$ cat src/csv_line_tokenizer_unit_macros.svh
// Assertion helpers, sampled on clk and disabled while rst is high.
`ifndef CSV_LINE_TOKENIZER_UNIT_MACROS_SVH
`define CSV_LINE_TOKENIZER_UNIT_MACROS_SVH

// same-cycle implication
`define CLT_ASSERT_NOW(label, ante, cons, msg) \
  label: assert property (@(posedge clk) disable iff (rst) (ante) |-> (cons)) else $error(msg);

// next-cycle implication
`define CLT_ASSERT_NEXT(label, ante, cons, msg) \
  label: assert property (@(posedge clk) disable iff (rst) (ante) |=> (cons)) else $error(msg);

`endif

$ cat src/clt_pkg.sv
package clt_pkg;

  typedef enum logic [2:0] {
    KIND_DATA         = 3'd0,
    KIND_FIELD        = 3'd1,
    KIND_FIELD_RECORD = 3'd2,
    KIND_DROP         = 3'd3,
    KIND_EMPTY        = 3'd4
  } clt_kind_t;

  typedef struct packed {
    logic      is_header;
    clt_kind_t kind;
    logic [7:0] data;
  } clt_item_t;

  typedef struct packed {
    logic [1:0] count;
    clt_item_t  item1;
    clt_item_t  item0;
  } clt_result_t;

  typedef struct packed {
    logic in_quotes;
    logic quote_pending;
    logic field_nonempty;
    logic last_was_delim;
    logic at_line_start;
    logic header_mode;
    logic line_done;
  } clt_state_t;

  localparam clt_state_t STATE_RESET = '{
    in_quotes: 1'b0, quote_pending: 1'b0, field_nonempty: 1'b0,
    last_was_delim: 1'b0, at_line_start: 1'b1, header_mode: 1'b0,
    line_done: 1'b0
  };

  localparam logic [7:0] CHAR_NUL   = 8'h00;
  localparam logic [7:0] CHAR_LF    = 8'h0A;
  localparam logic [7:0] CHAR_CR    = 8'h0D;
  localparam logic [7:0] CHAR_QUOTE = 8'h22;
  localparam logic [7:0] CHAR_HASH  = 8'h23;
  localparam logic [7:0] CHAR_COMMA = 8'h2C;
  localparam logic [7:0] CHAR_AT    = 8'h40;

  localparam logic [7:0] DELIM_RESET = CHAR_COMMA;

  // register index, taken from paddr[2]
  localparam logic REG_DELIMITER = 1'b0;

endpackage

$ cat src/clt_cfg.sv
module clt_cfg (
  input  logic        clk,
  input  logic        rst,
  input  logic        psel,
  input  logic        penable,
  input  logic        pwrite,
  input  logic [2:0]  paddr,
  input  logic [31:0] pwdata,
  output logic [31:0] prdata,
  output logic        pready,
  output logic [7:0]  delimiter
);

  logic wr_en;

  assign pready = 1'b1;
  assign wr_en  = psel && penable && pwrite && pready;

  always_ff @(posedge clk) begin
    if (rst) begin
      delimiter <= clt_pkg::DELIM_RESET;
    end else if (wr_en && paddr[2] == clt_pkg::REG_DELIMITER) begin
      delimiter <= pwdata[7:0];
    end
  end

  always_comb begin
    if (paddr[2] == clt_pkg::REG_DELIMITER) begin
      prdata = {24'd0, delimiter};
    end else begin
      prdata = 32'd0;
    end
  end

endmodule

$ cat src/clt_step.sv
module clt_step (
  input  clt_pkg::clt_state_t  state,
  input  logic [7:0]           delimiter,
  input  logic [7:0]           in_byte,
  input  logic                 line_last,
  output clt_pkg::clt_state_t  state_next,
  output clt_pkg::clt_result_t result
);

  always_comb begin
    clt_pkg::clt_state_t s;
    clt_pkg::clt_item_t  slot [2];
    logic [1:0]          n;
    logic [7:0]          d;
    logic [7:0]          d_end;
    logic                handled;
    logic                prev;

    s       = state;
    n       = 2'd0;
    handled = 1'b0;
    prev    = 1'b0;
    slot[0] = '0;
    slot[1] = '0;
    d       = state.header_mode ? clt_pkg::CHAR_COMMA : delimiter;
    d_end   = d;

    if (!s.line_done) begin
      // a quote held from the previous byte: doubled quote or close
      if (s.quote_pending) begin
        s.quote_pending = 1'b0;
        if (in_byte == clt_pkg::CHAR_QUOTE) begin
          slot[n[0]] = '{is_header: s.header_mode, kind: clt_pkg::KIND_DATA, data: in_byte};
          n = n + 2'd1;
          s.field_nonempty = 1'b1;
          s.last_was_delim = (in_byte == d);
          handled = 1'b1;
        end else begin
          s.in_quotes = 1'b0;
        end
      end

      if (!handled) begin
        if (in_byte == clt_pkg::CHAR_NUL) begin
          prev = s.at_line_start ? (d == 8'd0) : s.last_was_delim;
          slot[n[0]] = '{is_header: s.header_mode,
                         kind: (s.field_nonempty || prev) ? clt_pkg::KIND_FIELD_RECORD
                                                          : clt_pkg::KIND_EMPTY,
                         data: 8'd0};
          n = n + 2'd1;
          s.line_done = 1'b1;
        end else if (!s.in_quotes && !s.field_nonempty && in_byte == clt_pkg::CHAR_QUOTE) begin
          s.in_quotes = 1'b1;
        end else if (s.in_quotes && in_byte == clt_pkg::CHAR_QUOTE) begin
          s.quote_pending = 1'b1;
        end else if (!s.in_quotes && in_byte == d) begin
          slot[n[0]] = '{is_header: s.header_mode, kind: clt_pkg::KIND_FIELD, data: 8'd0};
          n = n + 2'd1;
          s.field_nonempty = 1'b0;
        end else if (!s.in_quotes &&
                     (in_byte == clt_pkg::CHAR_CR || in_byte == clt_pkg::CHAR_LF)) begin
          slot[n[0]] = '{is_header: s.header_mode, kind: clt_pkg::KIND_FIELD_RECORD,
                         data: 8'd0};
          n = n + 2'd1;
          s.line_done = 1'b1;
        end else if (!s.in_quotes && in_byte == clt_pkg::CHAR_HASH) begin
          slot[n[0]] = '{is_header: s.header_mode, kind: clt_pkg::KIND_DROP, data: 8'd0};
          n = n + 2'd1;
          s.line_done = 1'b1;
        end else if (s.at_line_start && in_byte == clt_pkg::CHAR_AT) begin
          s.header_mode = 1'b1;
        end else begin
          slot[n[0]] = '{is_header: s.header_mode, kind: clt_pkg::KIND_DATA, data: in_byte};
          n = n + 2'd1;
          s.field_nonempty = 1'b1;
        end

        // a header '@' leaves the line start in place
        if (in_byte != clt_pkg::CHAR_NUL &&
            !(s.at_line_start && s.header_mode && in_byte == clt_pkg::CHAR_AT &&
              !s.in_quotes)) begin
          s.at_line_start  = 1'b0;
          s.last_was_delim = (in_byte == d);
        end
      end

      // implicit end of line; header mode may have just switched on
      if (line_last && !s.line_done) begin
        if (s.quote_pending) begin
          s.quote_pending = 1'b0;
          s.in_quotes     = 1'b0;
        end
        d_end = s.header_mode ? clt_pkg::CHAR_COMMA : delimiter;
        prev  = s.at_line_start ? (d_end == 8'd0) : s.last_was_delim;
        slot[n[0]] = '{is_header: s.header_mode,
                       kind: (s.field_nonempty || prev) ? clt_pkg::KIND_FIELD_RECORD
                                                        : clt_pkg::KIND_EMPTY,
                       data: 8'd0};
        n = n + 2'd1;
        s.line_done = 1'b1;
      end
    end

    if (line_last) begin
      s = clt_pkg::STATE_RESET;
    end

    state_next   = s;
    result.count = n;
    result.item0 = slot[0];
    result.item1 = slot[1];
  end

endmodule

$ cat src/clt_outq.sv
// Result queue; DEPTH is a power of two, at least 2.
module clt_outq #(
  parameter int DEPTH = 4
) (
  input  logic                 clk,
  input  logic                 rst,
  input  logic                 push,
  input  clt_pkg::clt_result_t push_data,
  output logic                 has_room,
  output logic                 out_valid,
  input  logic                 out_ready,
  output clt_pkg::clt_item_t   out_item
);

  localparam int AW = $clog2(DEPTH);
  localparam int CW = $clog2(DEPTH + 1);

  clt_pkg::clt_item_t mem [DEPTH];
  logic [AW-1:0] head;
  logic [AW-1:0] tail;
  logic [CW-1:0] fill;
  logic [CW-1:0] fill_next;
  logic [CW-1:0] push_cnt;
  logic          pop;

  assign pop      = out_valid && out_ready;
  assign push_cnt = push ? CW'(push_data.count) : '0;
  assign fill_next = fill + push_cnt - (pop ? CW'(1) : CW'(0));

  // room for the two results a single byte can produce
  assign has_room  = fill <= CW'(DEPTH - 2);
  assign out_valid = fill != '0;
  assign out_item  = mem[head];

  always_ff @(posedge clk) begin
    if (rst) begin
      head <= '0;
      tail <= '0;
      fill <= '0;
    end else begin
      fill <= fill_next;
      tail <= tail + push_cnt[AW-1:0];
      if (pop) begin
        head <= head + AW'(1);
      end
    end
  end

  always_ff @(posedge clk) begin
    if (push && push_data.count != 2'd0) begin
      mem[tail] <= push_data.item0;
    end
    if (push && push_data.count == 2'd2) begin
      mem[tail + AW'(1)] <= push_data.item1;
    end
  end

endmodule

$ cat src/csv_line_tokenizer_unit.sv
// Output path: each accepted byte's events are registered in the result queue and presented on m_axis from there.
// Throughput: one byte per cycle while each byte yields at most one event and m_axis
//   is ready; the output port drains one event per cycle while ready, so bytes yielding
//   two events (end of line after a field) are paced by it through the result queue.
// Reset: synchronous rst clears line state and the queue, delimiter back to ','.
module csv_line_tokenizer_unit #(
  parameter int OUT_DEPTH = 4
) (
  input  logic        clk,
  input  logic        rst,
  input  logic        s_axis_tvalid,
  output logic        s_axis_tready,
  input  logic [7:0]  s_axis_tdata,   // [7:0] in_byte
  input  logic        s_axis_tlast,   // line_last
  output logic        m_axis_tvalid,
  input  logic        m_axis_tready,
  output logic [7:0]  m_axis_tdata,   // [7:0] out_byte
  output logic [3:0]  m_axis_tuser,   // [2:0] event_kind, [3] is_header
  input  logic        psel,
  input  logic        penable,
  input  logic        pwrite,
  input  logic [2:0]  paddr,
  input  logic [31:0] pwdata,
  output logic [31:0] prdata,
  output logic        pready
);

  logic [7:0]           delimiter;
  clt_pkg::clt_state_t  state;
  clt_pkg::clt_state_t  state_next;
  clt_pkg::clt_result_t result;
  clt_pkg::clt_item_t   out_item;
  logic                 accept;
  logic                 has_room;

  clt_cfg u_cfg (
    .clk       (clk),
    .rst       (rst),
    .psel      (psel),
    .penable   (penable),
    .pwrite    (pwrite),
    .paddr     (paddr),
    .pwdata    (pwdata),
    .prdata    (prdata),
    .pready    (pready),
    .delimiter (delimiter)
  );

  clt_step u_step (
    .state      (state),
    .delimiter  (delimiter),
    .in_byte    (s_axis_tdata),
    .line_last  (s_axis_tlast),
    .state_next (state_next),
    .result     (result)
  );

  clt_outq #(
    .DEPTH (OUT_DEPTH)
  ) u_outq (
    .clk       (clk),
    .rst       (rst),
    .push      (accept),
    .push_data (result),
    .has_room  (has_room),
    .out_valid (m_axis_tvalid),
    .out_ready (m_axis_tready),
    .out_item  (out_item)
  );

  assign s_axis_tready = has_room;
  assign accept        = s_axis_tvalid && s_axis_tready;
  assign m_axis_tdata  = out_item.data;
  assign m_axis_tuser  = {out_item.is_header, out_item.kind};

  always_ff @(posedge clk) begin
    if (rst) begin
      state <= clt_pkg::STATE_RESET;
    end else if (accept) begin
      state <= state_next;
    end
  end

`include "csv_line_tokenizer_unit_macros.svh"

  `CLT_ASSERT_NEXT(a_line_restart, accept && s_axis_tlast, state == clt_pkg::STATE_RESET, "line state not cleared after last byte")
  `CLT_ASSERT_NOW(a_pending_in_quotes, state.quote_pending, state.in_quotes, "quote pending outside quotes")
  `CLT_ASSERT_NOW(a_event_byte_zero, m_axis_tvalid && m_axis_tuser[2:0] != clt_pkg::KIND_DATA, m_axis_tdata == 8'd0, "boundary event carries a byte")

endmodule
$ cat config.mk
export PLATFORM = sky130hd
export DESIGN_NAME = csv_line_tokenizer_unit
export DESIGN_NICKNAME = d
export VERILOG_FILES = /design/src/clt_pkg.sv /design/src/clt_cfg.sv /design/src/clt_step.sv /design/src/clt_outq.sv /design/src/csv_line_tokenizer_unit.sv
export VERILOG_INCLUDE_DIRS = /design/src /design/src/src
export SDC_FILE = /design/constraint.sdc
export NUM_CORES = 1
export LEC_CHECK = 0
export ABC_AREA = 0
export BUFFER_PORTS_ARGS = -buffer_cell sky130_fd_sc_hd__buf_4
export CAP_MARGIN = 5
export CORE_MARGIN = 4
export CORE_UTILIZATION = 35
export CTS_CLUSTER_DIAMETER = 40
export DETAILED_ROUTE_END_ITERATION = 8
export GPL_TIMING_DRIVEN = 0
export PLACE_DENSITY = 0.62
export SYNTH_ARGS = -nofsm -noshare
export SYNTH_HDL_FRONTEND = slang
export SYNTH_SLANG_ARGS = --single-unit
$ cat constraint.sdc
create_clock -name clk -period 4.32 [get_ports clk]
set_clock_uncertainty 0.05 [all_clocks]
set_input_delay 0.216 -clock clk [delete_from_list [all_inputs] [get_ports clk]]
set_output_delay 0.216 -clock clk [all_outputs]
set_load 0.05 [all_outputs]
[After elaboration in Yosys (flattened, before gate mapping)]
Memories as Yosys holds them, arrays and structs flattened. A register that Yosys moved wholly into a read port is not among the register bits.
Index checks and enable logic that the tools add are counted.
Storage, ports and cells
  memories kept: 1
  memory bits (writable): 48
  flip-flop bits (word level): 22
  bits of input ports: 51
  word-level logic and storage cells: 162
  output and inout bits: 47
Memory list
  u_outq.mem: words 4, bits a word 12, rd ports 1, clocked after Yosys merged registers in 1, wr ports 2, RTL line clt_outq.sv:18  | clt_pkg::clt_item_t mem [DEPTH];
Cells by class
  bitwise logic cells: 3
  reductions and logical operators: 36
  $lt $le $gt $ge: 5
  eq/ne operators: 8
  add/subtract/negate cells: 7
  mux-type cells: 91
Operators with widths (number)
  24-bit 2-to-1 mux: 11
  24-bit bitwise mux: 6
  12-bit 2-to-1 mux: 5
  2-bit 2-to-1 mux: 24
  1-bit 2-to-1 mux: 29
  7-bit 2-to-1 mux: 4
  12-bit demux with 1-bit select: 2
  8-bit logical NOT: 3
  8-bit 2-to-1 mux: 3
  1-bit logical AND: 21
  8-bit by 4-bit == test with 1-bit output (second input constant): 2
  8-bit by 6-bit == test with 1-bit output (second input constant): 2
  3-bit 2-to-1 mux: 5
  2-bit by 1-bit adder with 2-bit output (second input constant): 4
  8-bit by 7-bit == test with 1-bit output (second input constant): 1
  8-bit == test: 1
  4-bit 2-to-1 mux: 2
  8-bit nonzero test: 1
  1-bit logical NOT: 5
  2-bit greater-or-equal comparator (second input constant): 2
  2-bit by 1-bit less-than comparator with 1-bit output (second input constant): 2
  1-bit inverter with 2-bit output: 2
  3-bit adder: 1
  3-bit by 2-bit <= comparator with 1-bit output (second input constant): 1
  9 further kinds: 11

[Depth between registers and ports, before layout]
Gate-level depths: netlist of run 1.
  depth in word-level cells: 31
  mapped depth: 17

[Cells and area by module]
Synthesis of run 1 repeated with hierarchy kept, for this count alone.
Second synthesis, totals
  cell total of the unflattened synthesis: 447
  area total of the unflattened synthesis: 4805.9 um^2
By module, submodules not included
  clt_outq: area an instance 2798.9 um^2, cells each 174, instances 1
  clt_step: area an instance 1072.3 um^2, cells each 171, instances 1
  clt_cfg: area an instance 615.6 um^2, cells each 70, instances 1
  csv_line_tokenizer_unit: area an instance 319.1 um^2, cells each 32, instances 1

[Least setup slack after synthesis of run 1]
Ideal clock, no wire load.
  path type: register to register
  from: register state[1] (netlist name)
  to: register u_outq.fill[2]
  arrival time: 3231 ps
  path buffers: 3
  setup slack: 912 ps
  setup time: 128 ps
  data required time: 4142 ps
  stages on the path, launching flop included: 17
  clock period less this slack: 3408 ps
  cell sequence: dfxtp_1 -> buf_2 -> or3_1 -> a211oi_1 -> o32ai_1 -> nor2_1 -> o211a_1 -> buf_4 -> and3_1 -> buf_2 -> inv_1 -> ha_1 -> inv_1 -> fa_1 -> xor2_1 -> xnor2_1 -> nor2_1
Between the ends
  longest elaborated chain between the ends: 16
Ends and longest elaborated chain
  8-bit 2-to-1 mux *: RTL line clt_step.sv:25  | d = state.header_mode ? clt_pkg::CHAR_COMMA : delimiter;
  8-bit == test *: RTL line clt_step.sv:56  | end else if (!s.in_quotes && in_byte == d) begin
  1-bit logical AND *: RTL line clt_step.sv:56
  branches (longest 8 deep; another with 2-bit by 1-bit adder with 2-bit output)
  2-bit 2-to-1 mux *: RTL line clt_step.sv:88  | if (line_last && !s.line_done) begin
  2-bit 2-to-1 mux *: RTL line clt_step.sv:28  | if (!s.line_done) begin
  2-bit 2-to-1 mux *: RTL line clt_outq.sv:27  | assign push_cnt = push ? CW'(push_data.count) : '0;
  3-bit adder *: RTL line clt_outq.sv:28  | assign fill_next = fill + push_cnt - (pop ? CW'(1) : CW'(0));
  3-bit subtractor *: RTL line clt_outq.sv:28
  end signal: assignment: RTL line clt_outq.sv:41  | fill <= fill_next;
  end: declaration: RTL line clt_outq.sv:21  | logic [CW-1:0] fill;
Every way passes the cells marked *. The select of a mux whose other input is x is not followed.
A chain may end at the register's enable or synchronous reset.

[Final worst setup path of run 1]
  from: register state[1] (netlist name)
  to: register u_outq.fill[2]
Between the ends
  longest elaborated chain between the ends: 16
Ends and longest elaborated chain (RTL line)
  8-bit 2-to-1 mux *: clt_step.sv:25
  8-bit == test *: clt_step.sv:56
  1-bit logical AND *: clt_step.sv:56
  branches (longest 8 deep; another with 2-bit by 1-bit adder with 2-bit output)
  2-bit 2-to-1 mux *: clt_step.sv:88
  2-bit 2-to-1 mux *: clt_step.sv:28
  2-bit 2-to-1 mux *: clt_outq.sv:27
  3-bit adder *: clt_outq.sv:28
  3-bit subtractor *: clt_outq.sv:28
Marked as above.

==> summary.txt, run 1 <==
Yosys
  – YS warnings: 0
  – Cell taking the most area after synthesis: edfxtp_1
  – Avg Cell Area, Syn: 10.4 µm²
  – Commonest cells post-synth: edfxtp_1 (48), a21oi_1 (35), and2_1 (30)
  – Register bit count reported by yosys: 72
  – Cell with the most instances after synthesis: edfxtp_1
  – Async S/R FF share, synth: 0%
  – Mapped Area: 4250 µm²
  – Cells after synthesis: 409
  – EDFF count, synth: 48
  – Synth top area cells: edfxtp_1 (34%), dfxtp_1 (11%), mux4_2 (6.4%)
  – Area share of the leading cell type in the synthesized netlist: 33.9%
  – Top FF cell, synth: edfxtp_1
  – Netlist cell types: 66
  – Sequential element share of the synthesized area: 45.2%

Clocking
  – Total CTS buffers: 9
  – Worst-path clk slew: 60 ps
  – Clk buf depth: 2
  – Resized Gates After CTS: 0
  – H-tree levels: 3
  – TritonCTS clock tree: yes
  – Clock sinks: 72
  – Clock latency at the later pin of the worst-skew pair: 330 ps
  – Root buf cell: clkbuf_16
  – Post-CTS setup buffers: 0
  – Post-CTS Hold Fix Bufs: 0

Placement
  – GP Congestion: 0.913
  – Placed insts: 622
  – Hpwl dp: 7850 µm
  – IO buf count: 44
  – Placed inst area: 4880 µm²

Timing
  – Worst slew margin: 43.3%
  – Fmax: 0.254 GHz
  – Count of pins over their slew limit: 0
  – Final setup viols: 0
  – Final Hold Fails: 0
  – RSZ-0062 raised after global routing: no
  – Tcrit/Tclk final: 91.0%
  – Minimum clock period: 3930 ps
  – Worst-margin pin slew: 850 ps

Global routing
  – Initial antenna violation count: 0
  – GR Overflow Total: 0
  – GR Util met1: 19.5%
  – Pin count of the biggest net entering global routing: 14
  – First-pass GRT wire length: 17300 µm
  – GRT Overall Usage: 15.2%
  – Number of global-route vias before repair: 3402
  – Gr busiest metal: met2
  – Met2 usage: 26.3%
  – GR Util met3: 3.53%

Finish
  – Fin cells: 638
  – Fin area: 5200 µm²
  – Layout cell share with drive strength beyond 1: 24.6%
  – Diodes inserted: 0
  – Area growth syn-to-layout: 22.3%
  – Nets@finish: 546

Pwr
  – Sw Ratio: 35.1%
  – Sw Pwr: 0.900 mW
  – IR drop worst, VDD: 176 µV
  – Int Power: 1.67 mW
  – Leakage power: 1.97 nW
  – Total power: 2.57 mW
  – Clk pwr share: 31.2%
  – Pwr per Cell Area: 494 nW/µm²
  – Logic gate share of total power: 34.4%
  – Sequential share of power: 34.4%

Setup path
  – Crit path max fanout: 10
  – Critical Path AT: 4080 ps
  – Startpoint types: register
  – Worst EP required: 4470 ps
  – Worst setup EP type: register
  – Type of the worst setup path: register to register

Job
  – Max_cap viols: 0

Route
  – WL/cell: 16.1 µm
  – First-pass iteration count of the detailed router: 4
  – Initial DRC Count: 175
  – Detailed-route DRC error count: 0
  – Final wirelength: 10300 µm
  – Detail-routed via count per cell: 5.19
  – ANT nets after route: 0
  – Vias: 3310

Floorplan
  – Total I/O pin count: 98
  – Overall die height: 118 µm
  – Die area: 14000 µm²
  – Core area: 11700 µm²
  – Num rows: 39
  – Die width: 118 µm
  – Initial Utilization: 36.4%

Min path
  – Hold WC Path Type: input port to register

Status
  – Status: finished clean
## critical path, cell delays in order, from the launching register on
cell and delay, ps:
dfxtp_1 290, buf_2 160, or3_1 380, a211oi_1 220, o32ai_1 230, nor2_1 380
o211a_1 220, buf_4 160, and3_1 250, buf_2 230, inv_1 80, ha_1 280
inv_1 60, fa_1 440, xor2_1 190, xnor2_1 140, nor2_1 50
## through the flow
step | hold WS [ps] | TNS [ps] | setup slack [ps] | util (%)
2_1_floorplan | 270 | 0 | 912 | -
3_3_place_gp | 383 | -301 | -25.9 | 41.5
3_5_place_dp | 383 | 0 | 347 | 41.8
4_1_cts | 42.1 | 0 | 407 | 44.6
5_1_grt | 58.9 | 0 | 142 | 44.6
6_report | 47.7 | 0 | 388 | 44.6
## state kept, by name (all words and copies together) (netlist names), named ones only
signal,cells
u_outq.mem,48
u_outq.head,2
u_cfg.delimiter,8
state,7
u_outq.fill,3
u_outq.tail,2
## cell families after synthesis
group | share of synthesized area (%)
and+or+nand+nor | 20.6
AOI/OAI and AO/OA | 14.7
DFF | 45.2
buffers and inverters | 8.48
muxes | 6.60
xor gates and xnor gates | 2.27
adders and majority gates | 1.88
other | 0.177
## layout by cell type, fill, tap and decap left out, types with 3 or more instances in the layout
cell	n
a21oi_1	35
a22oi_1	4
a41oi_2	3
and2_1	30
and3_1	3
and4_1	3
buf_2	9
buf_4	71
buf_6	5
clkbuf_1	12
clkbuf_16	9
conb_1	25
dfxtp_1	24
edfxtp_1	48
ha_1	4
inv_1	11
mux4_2	12
nand2_1	25
nand2b_1	3
nand3_1	6
nand3b_1	3
nand4_1	5
nor2_1	22
nor2b_1	20
nor3_1	10
nor4_1	3
o211a_1	3
o21a_1	3
o21ai_0	14
o31ai_1	4
or2_1	3
or3_1	5
xnor2_1	5
xor2_1	6
## final timing paths
path / cells past startpoint / from / slack, ps / endpoint
worst min-delay path: 3 / pwdata[2] / 50 / u_cfg.delimiter[2]
worst max register to register: 16 / state[1] / 390 / u_outq.fill[2]
worst min register to register: 2 / u_cfg.delimiter[7] / 460 / u_cfg.delimiter[7]
worst max-delay path: 16 / state[1] / 390 / u_outq.fill[2]
## per-layer routing
metal | wire length (µm) | part of all wire, % | up-vias
met2 | 4970 | 48 | 121
li1 | - | - | 1625
met5 | 0 | 0 | -
met1 | 4510 | 44 | 1553
met4 | 157 | 1.5 | 0
met3 | 645 | 6.3 | 11
## power by group through the flow
stage | combinational (mW) | sequential (mW) | clock (mW)
2_1_floorplan | 0.659 | 0.885 | 0
3_3_place_gp | 0.866 | 0.896 | 0
3_5_place_dp | 0.888 | 0.899 | 0
4_1_cts | 0.896 | 0.885 | 0.812
5_1_grt | 0.952 | 0.897 | 0.845
6_report | 0.883 | 0.883 | 0.800
## layout make-up
type / count / area (µm²)
fill: 1097 / 6460
tap: 143 / 179
buffer: 50 / 319
multi-input combinational: 299 / 2060
clock buffer: 10 / 229
sequential: 72 / 1920
inverter: 11 / 41.3
clock inverter: 6 / 90.1
timing repair buffer: 47 / 360
Note: power is estimated with default switching activity, not from simulation.
==> inputs of run 2 (changes only) <==
- ABC_AREA: 0 -> 1
- HOLD_SLACK_MARGIN: default -> 0.15
- PLACE_DENSITY: 0.62 -> default
==> run 2 against run 1 <==
Critical path depth increased by 2. Final area down 2.8%. Non-clock buffer count fell by 4. Largest power group unchanged.
==> summary.txt, run 2 <==
Yosys
  – Area share of the leading cell type in the synthesized netlist: 35.6% (+1.7 points)
  – Largest family of logic cells by synthesized area: simple AND/OR/NAND/NOR gates
  – Post-synthesis compound-gate area fraction: 12.2% (-2.5 points)
  – Cell with the most instances after synthesis: nor2_1
  – Top FF cell, synth: edfxtp_1
  – Post-Synth Simple-Gate Area: 26.5% (+5.8 points)
  – Mapped Area: 4040 µm² (-4.8%)
  – Netlist cell types: 38 (-42%)
  – YS warnings: 0 (unchanged)
  – XOR/XNOR Fraction of Synth Area: 0.217% (-2.1 points)
  – Cells after synthesis: 495 (+21%)
  – Sequential element share of the synthesized area: 47.5% (+2.3 points)
  – Synth top area cells: edfxtp_1 (36%), dfxtp_1 (12%), nor2_1 (8.3%)
  – EDFF count, synth: 48 (unchanged)
  – Mux share of post-synthesis cell area: 0% (-6.6 points)
  – Async S/R FF share, synth: 0% (unchanged)
  – Avg Cell Area, Syn: 8.17 µm² (-21%)
  – Commonest cells post-synth: nor2_1 (89), nand2_1 (80), inv_1 (52)
  – Register bit count reported by yosys: 72 (unchanged)
  – Cell taking the most area after synthesis: edfxtp_1
  – Post-synthesis adder-cell area fraction: 1.73% (-0.15 points)

Global routing
  – GR Overflow Total: 0 (unchanged)
  – GRT Overall Usage: 15.5% (+0.24 points)
  – Number of global-route vias before repair: 3298 (-3.1%)
  – First-pass GRT wire length: 16100 µm (-6.4%)
  – Initial antenna violation count: 0 (unchanged)
  – Pin count of the biggest net entering global routing: 14 (unchanged)

Clocking
  – TritonCTS clock tree: yes
  – Clk buf depth: 2 (unchanged)
  – Resized Gates After CTS: 0 (unchanged)
  – Clock latency at the later pin of the worst-skew pair: 330 ps (about the same)
  – Worst-path clk slew: 60 ps (about the same)
  – Post-CTS Hold Fix Bufs: 8 (+8)
  – Total CTS buffers: 9 (unchanged)
  – H-tree levels: 3 (unchanged)
  – Root buf cell: clkbuf_16
  – Post-CTS setup buffers: 0 (unchanged)
  – Clock sinks: 72 (unchanged)

Route
  – Initial DRC Count: 183 (+4.6%)
  – Detailed-route DRC error count: 0 (unchanged)
  – Vias: 3455 (+4.4%)
  – Final wirelength: 9920 µm (-3.5%)
  – Detail-routed via count per cell: 4.73 (-8.8%)
  – WL/cell: 13.6 µm (-16%)
  – ANT nets after route: 0 (unchanged)
  – First-pass iteration count of the detailed router: 4 (unchanged)

Pwr
  – Sw Pwr: 0.955 mW (+6.1%)
  – Leakage power: 2.22 nW (+13%)
  – Int Power: 1.55 mW (-7.1%)
  – Logic gate share of total power: 34.9% (+0.5 points)
  – Sw Ratio: 38.1% (+3.1 points)
  – Pwr per Cell Area: 495 nW/µm² (+0.34%)
  – IR drop worst, VDD: 343 µV (+95%)
  – Sequential share of power: 35.4% (+1.0 points)
  – Clk pwr share: 29.6% (-1.6 points)

Timing
  – Worst setup margin: 1110 ps (+720 ps)
  – Final Hold Fails: 0 (unchanged)
  – Count of pins over their slew limit: 0 (unchanged)
  – Final setup viols: 0 (unchanged)
  – RSZ-0062 raised after global routing: no
  – Tcrit/Tclk final: 74.4% (-17 points)
  – Minimum clock period: 3210 ps (-720 ps)
  – Setup TNS: 0 ps (unchanged)
  – Worst-margin pin slew: 738 ps (-112 ps)
  – Worst slew margin: 50.5% (+7.2 points)
  – Fmax: 0.311 GHz (+22%)
  – Tightest hold margin: 169 ps (+121 ps)

Floorplan
  – Initial Utilization: 36.5% (+0.069 points)
  – Core area: 11100 µm² (-5.0%)
  – Total I/O pin count: 98 (unchanged)
  – Die width: 115 µm (-2.3%)
  – Die area: 13300 µm² (-4.5%)
  – Overall die height: 115 µm (-2.3%)
  – Num rows: 38 (-2.6%)

Setup path
  – Buffers plus inverters on the worst setup path: 3 (-2)
  – CP cell instances: inv_2 -> buf_6 -> nand3_2 -> nand2_1 -> inv_1 -> nand2_1 -> nor2_4 -> nand3_4 -> nand2_1 -> nand3_2 -> nand2_4 -> o21ai_0 -> a21oi_1 -> ha_1 -> fa_1 -> xor2_1 -> o21ai_0 -> a21oi_1
  – Startpoint types: register
  – Crit path max fanout: 10 (unchanged)
  – Cell family with most CP delay: compound AO/OA/AOI/OAI gates
  – Worst setup EP type: register
  – Type of the worst setup path: register to register
  – Worst EP required: 4530 ps (+60 ps)
  – CP max stage delay: 500 ps (+60 ps)
  – CP max stage cell: o21ai_0
  – Most used cell, CP: nand2_1
  – FF-to-FF setup slack: 1110 ps (+720 ps)
  – Critical Path AT: 3420 ps (-660 ps)

Finish
  – Fillcell total: 1123 (+2.4%)
  – Layout cell share with drive strength beyond 1: 20.8% (-3.8 points)
  – Nets@finish: 641 (+17%)
  – Diodes inserted: 0 (unchanged)
  – Commonest non-fill, non-tap cell in the layout: nor2_1
  – Max reg flops: 48 (unchanged)
  – Largest regs: u_outq.mem: 48 flops, u_cfg.delimiter: 8 flops, state: 7 flops
  – Utilization after layout: 45.6% (+1.0 points)
  – Area growth syn-to-layout: 25.0%
  – Commonest cells after routing, fill and taps aside: nor2_1 (89), nand2_1 (80), buf_4 (70)
  – Largest reg by FF count: u_outq.mem

Status
  – Status: finished clean

Placement
  – GP Congestion: 0.884 (-3.2%)
  – Post-place setup slack: 1060 ps (+714 ps)
  – Hpwl dp: 7550 µm (-3.7%)
  – IO buf count: 44 (unchanged)

Min path
  – Hold WC Path Type: input port to register

Job
  – Max_cap viols: 0 (unchanged)
run 2: kinds of logic (layout without fill, tap and decap cells):
logic type / after synthesis / count (layout)
buf+inv: 98 / 170
fa+ha+maj: 5 / 5
other cells: 2 / 25
flops: 72 / 72
compound gates: 88 / 88
xor+xnor: 1 / 1
simple gates: 229 / 229
run 2: area by class of cell:
| cell class | instances | area [µm²] | share of cell area [%] |
|---|---|---|---|
| Clock buffer | 10 | 229 | 4.53 |
| Sequential cell | 72 | 1920 | 38.0 |
| Buffer | 37 | 241 | 4.78 |
| Inverter | 61 | 229 | 4.53 |
| Clock inverter | 6 | 67.6 | 1.34 |
| Tap cell | 140 | 175 | 3.47 |
| Timing Repair Buffer | 56 | 452 | 8.94 |
| Multi-Input combinational cell | 348 | 1740 | 34.4 |
run 2: path summary, 6_finish.rpt:
kind / startpoint / to / cells after the start
setup reg to reg: state[1] / u_outq.fill[2] / 18
hold / removal: rst / state[5] / 2
hold reg to reg: state[4] / state[4] / 2
setup / recovery: state[1] / u_outq.fill[2] / 18
run 2: through the flow:
step | std cells | power (mW) | cell area, µm²
floorplan | 518 | 1.52 | 4130
global placement | 702 | 1.75 | 4640
detailed placement | 706 | 1.78 | 4680
CTS | 730 | 2.52 | 5050
global route | 730 | 2.63 | 5050
finish | 730 | 2.50 | 5050
run 2: power by group through the flow:
stage,Clock (mW),Sequential [mW],Combinational (mW)
after floorplan,0,0.890,0.626
after CTS,0.749,0.888,0.886
after detailed placement,0,0.902,0.878
after global placement,0,0.903,0.848
after global routing,0.781,0.894,0.959
final,0.742,0.887,0.874
run 2: layer usage:
layer	track usage [%]	up-vias	share of wire, %
met5	0	-	0
met4	4.62	0	1.1
met1	19.6	1578	44
met3	3.08	10	4.9
met2	26.7	88	50
li1	-	1779	-
run 2: worst reg2reg max path: stages, from the launching register on:
cell,delay [ps]
dfxtp_1,340
inv_2,110
buf_6,170
nand3_2,70
nand2_1,70
inv_1,30
nand2_1,90
nor2_4,50
nand3_4,130
nand2_1,90
nand3_2,160
nand2_4,90
o21ai_0,500
a21oi_1,150
ha_1,250
fa_1,370
xor2_1,170
o21ai_0,90
a21oi_1,140
==> inputs of run 3 (changes only) <==
- clock period: 4.32 -> 3.2 ns (I/O delays scaled with it)
==> run 3 against run 2 <==
Fmax increased by 4.8%. Count of clock-buffer cells in the layout did not move. Power grew 35%. Clock power increased by 35%. Global-route usage about the same. Cell count rose by 0.41%. Critical path depth decreased by 3. Setup slack worse by 970 ps. First-iteration DRC count increased by 3.3%. Largest power group unchanged.
==> summary.txt, run 3 (synthesis results as in run 2) <==
Status
  – Status: finished clean

Floorplan
  – Core area: 11100 µm² (unchanged)
  – Total I/O pin count: 98 (unchanged)
  – Num rows: 38 (unchanged)
  – Initial Utilization: 36.5% (unchanged)
  – Die area: 13300 µm² (unchanged)
  – Die width: 115 µm (unchanged)
  – Overall die height: 115 µm (unchanged)

Route
  – Final wirelength: 9930 µm (about the same)
  – Detail-routed via count per cell: 4.71 (-0.47%)
  – Initial DRC Count: 189 (+3.3%)
  – ANT nets after route: 0 (unchanged)
  – Detailed-route DRC error count: 0 (unchanged)
  – First-pass iteration count of the detailed router: 5 (+1)
  – Vias: 3453 (-0.058%)
  – WL/cell: 13.5 µm (-0.39%)

Setup path
  – Worst R2R End: u_outq.mem[0][3]
  – Setup crit end: u_outq.mem[0][3]
  – Buffers plus inverters on the worst setup path: 4 (+1)
  – Worst setup EP type: register
  – Type of the worst setup path: register to register
  – Crit path max fanout: 10 (unchanged)
  – Cell family with most CP delay: simple AND/OR/NAND/NOR gates
  – FF-to-FF setup slack: 130 ps (-970 ps)
  – Startpoint types: register
  – Worst reg2reg startpoint: state[1]
  – CP max stage cell: o21ai_1
  – Worst EP required: 3190 ps (-1340 ps)
  – CP max stage delay: 400 ps (-100 ps)
  – CP startpoint: state[1]
  – Critical path depth in cells: 15 (-3)
  – Reg2Reg Depth: 15 (-3)
  – Critical Path AT: 3060 ps (-360 ps)
  – CP cell instances: inv_2 -> buf_6 -> nand3b_1 -> nand2_2 -> nand2_2 -> nor2_4 -> nand3_4 -> nand2_1 -> nand3_2 -> nand2_4 -> nand3_4 -> nor2_4 -> inv_2 -> o21ai_1 -> buf_6

Finish
  – Commonest cells after routing, fill and taps aside: nor2_1 (89), nand2_1 (80), buf_4 (70)
  – Max reg flops: 48 (unchanged)
  – Layout cell share with drive strength beyond 1: 20.9% (+0.063 points)
  – Diodes inserted: 0 (unchanged)
  – Fin cells: 733 (+0.41%)
  – Area growth syn-to-layout: 25.8%
  – Largest regs: u_outq.mem: 48 flops, u_cfg.delimiter: 8 flops, state: 7 flops
  – Nets@finish: 644 (+0.47%)
  – Commonest non-fill, non-tap cell in the layout: nor2_1
  – Largest reg by FF count: u_outq.mem

Pwr
  – Clk pwr share: 29.6% (about the same)
  – Sw Ratio: 38.1% (about the same)
  – Total power: 3.38 mW (+35%)
  – Logic gate share of total power: 35.0% (about the same)
  – Leakage power: 2.23 nW (+0.66%)
  – Int Power: 2.09 mW (+35%)
  – Sw Pwr: 1.29 mW (+35%)
  – Pwr per Cell Area: 665 nW/µm² (+34%)
  – Sequential share of power: 35.4% (about the same)
  – IR drop worst, VDD: 463 µV (+35%)

Timing
  – Worst-margin pin slew: 725 ps (-13.0 ps)
  – RSZ-0062 raised after global routing: yes
  – Fmax: 0.326 GHz (+4.8%)
  – Tcrit/Tclk final: 95.8% (+21 points)
  – Final Hold Fails: 0 (unchanged)
  – Minimum clock period: 3070 ps (-147 ps)
  – Worst slew margin: 51.4% (+0.87 points)
  – Final setup viols: 0 (unchanged)
  – Count of pins over their slew limit: 0 (unchanged)

Placement
  – GP Congestion: 0.884 (unchanged)
  – Hpwl dp: 7550 µm (unchanged)
  – Placed insts: 706 (unchanged)
  – IO buf count: 44 (unchanged)

Clocking
  – Clk buf depth: 2 (unchanged)
  – Root buf cell: clkbuf_16
  – TritonCTS clock tree: yes
  – Worst-path clk slew: 60 ps (about the same)
  – Total CTS buffers: 9 (unchanged)
  – H-tree levels: 3 (unchanged)
  – Clock sinks: 72 (unchanged)
  – Post-CTS setup buffers: 0 (unchanged)
  – Clock latency at the later pin of the worst-skew pair: 330 ps (about the same)

Min path
  – Hold WC Path Type: input port to register
  – Worst hold stages: 3 (+1)

Global routing
  – GRT Overall Usage: 15.5% (+0.033 points)
  – GR Overflow Total: 0 (unchanged)
  – Initial antenna violation count: 0 (unchanged)
  – Pin count of the biggest net entering global routing: 14 (unchanged)
  – Number of global-route vias before repair: 3306 (+0.24%)
  – First-pass GRT wire length: 16200 µm (+0.25%)

Job
  – Max_cap viols: 0 (unchanged)
[run 3: through the flow]
| step | area [µm²] | setup TNS, ps | setup slack [ps] | hold slack (ps) | util [%] |
|---|---|---|---|---|---|
| 3_3_place_gp | 4640 | -23220 | -558 | 331 | 41.8 |
| 2_1_floorplan | 4130 | -649 | -13.5 | 240 | - |
| 5_1_grt | 5090 | -829 | -113 | 249 | 45.9 |
| 3_5_place_dp | 4680 | -2.71 | -2.71 | 331 | 42.2 |
| 4_1_cts | 5080 | 0 | 24.8 | 207 | 45.9 |
| 6_report | 5090 | 0 | 134 | 213 | 45.9 |
[run 3: area by class of cell]
| type | instances | area, µm² |
|---|---|---|
| flip-flops and latches | 72 | 1920 |
| plain buffers | 37 | 241 |
| inverters | 61 | 229 |
| multi-input cells | 348 | 1740 |
| clock buffers | 10 | 229 |
| repair buffers | 59 | 482 |
| well taps | 140 | 175 |
| fillers | 1125 | 5990 |
| clock inverters | 6 | 67.6 |
[run 3: timing repair]
action	in CTS	in global routing
endpoints found under the setup margin	0	23
resized for setup	0	2
hold buffers	11	0
endpoints found under the hold margin	16	0
[run 3: metal layers]
metal | wire length, µm | vias to the layer above | global-route usage, % | part of all wire, %
li1 | - | 1785 | - | -
met1 | 4340 | 1578 | 19.6 | 44
met2 | 5010 | 81 | 26.9 | 50
met3 | 476 | 9 | 3.08 | 4.8
met4 | 105 | 0 | 4.62 | 1.1
met5 | 0 | - | 0 | 0
[run 3: worst min-delay path by stage]
stage                          from            endpoint  slack (ps)
finish              s_axis_tdata[0]    u_outq.mem[0][0]         210
detailed placement        pwdata[2]  u_cfg.delimiter[2]         330
global placement          pwdata[3]  u_cfg.delimiter[3]         330
global route        s_axis_tdata[0]    u_outq.mem[1][0]         250
floorplan                 pwdata[2]  u_cfg.delimiter[2]         240
CTS                 s_axis_tdata[0]    u_outq.mem[0][0]         210
[run 3: power groups by stage]
| stage | Combinational, mW | Sequential (mW) | Clock, mW |
|---|---|---|---|
| 4_1_cts | 1.20 | 1.20 | 1.01 |
| 5_1_grt | 1.30 | 1.21 | 1.05 |
| 3_3_place_gp | 1.14 | 1.22 | 0 |
| 2_1_floorplan | 0.845 | 1.20 | 0 |
| 3_5_place_dp | 1.18 | 1.22 | 0 |
| 6_report | 1.18 | 1.20 | 1.00 |
[run 3: worst min-delay path: stages]
cell and delay, ps:
buf_4 100, nand2_1 100, nor2_1 110
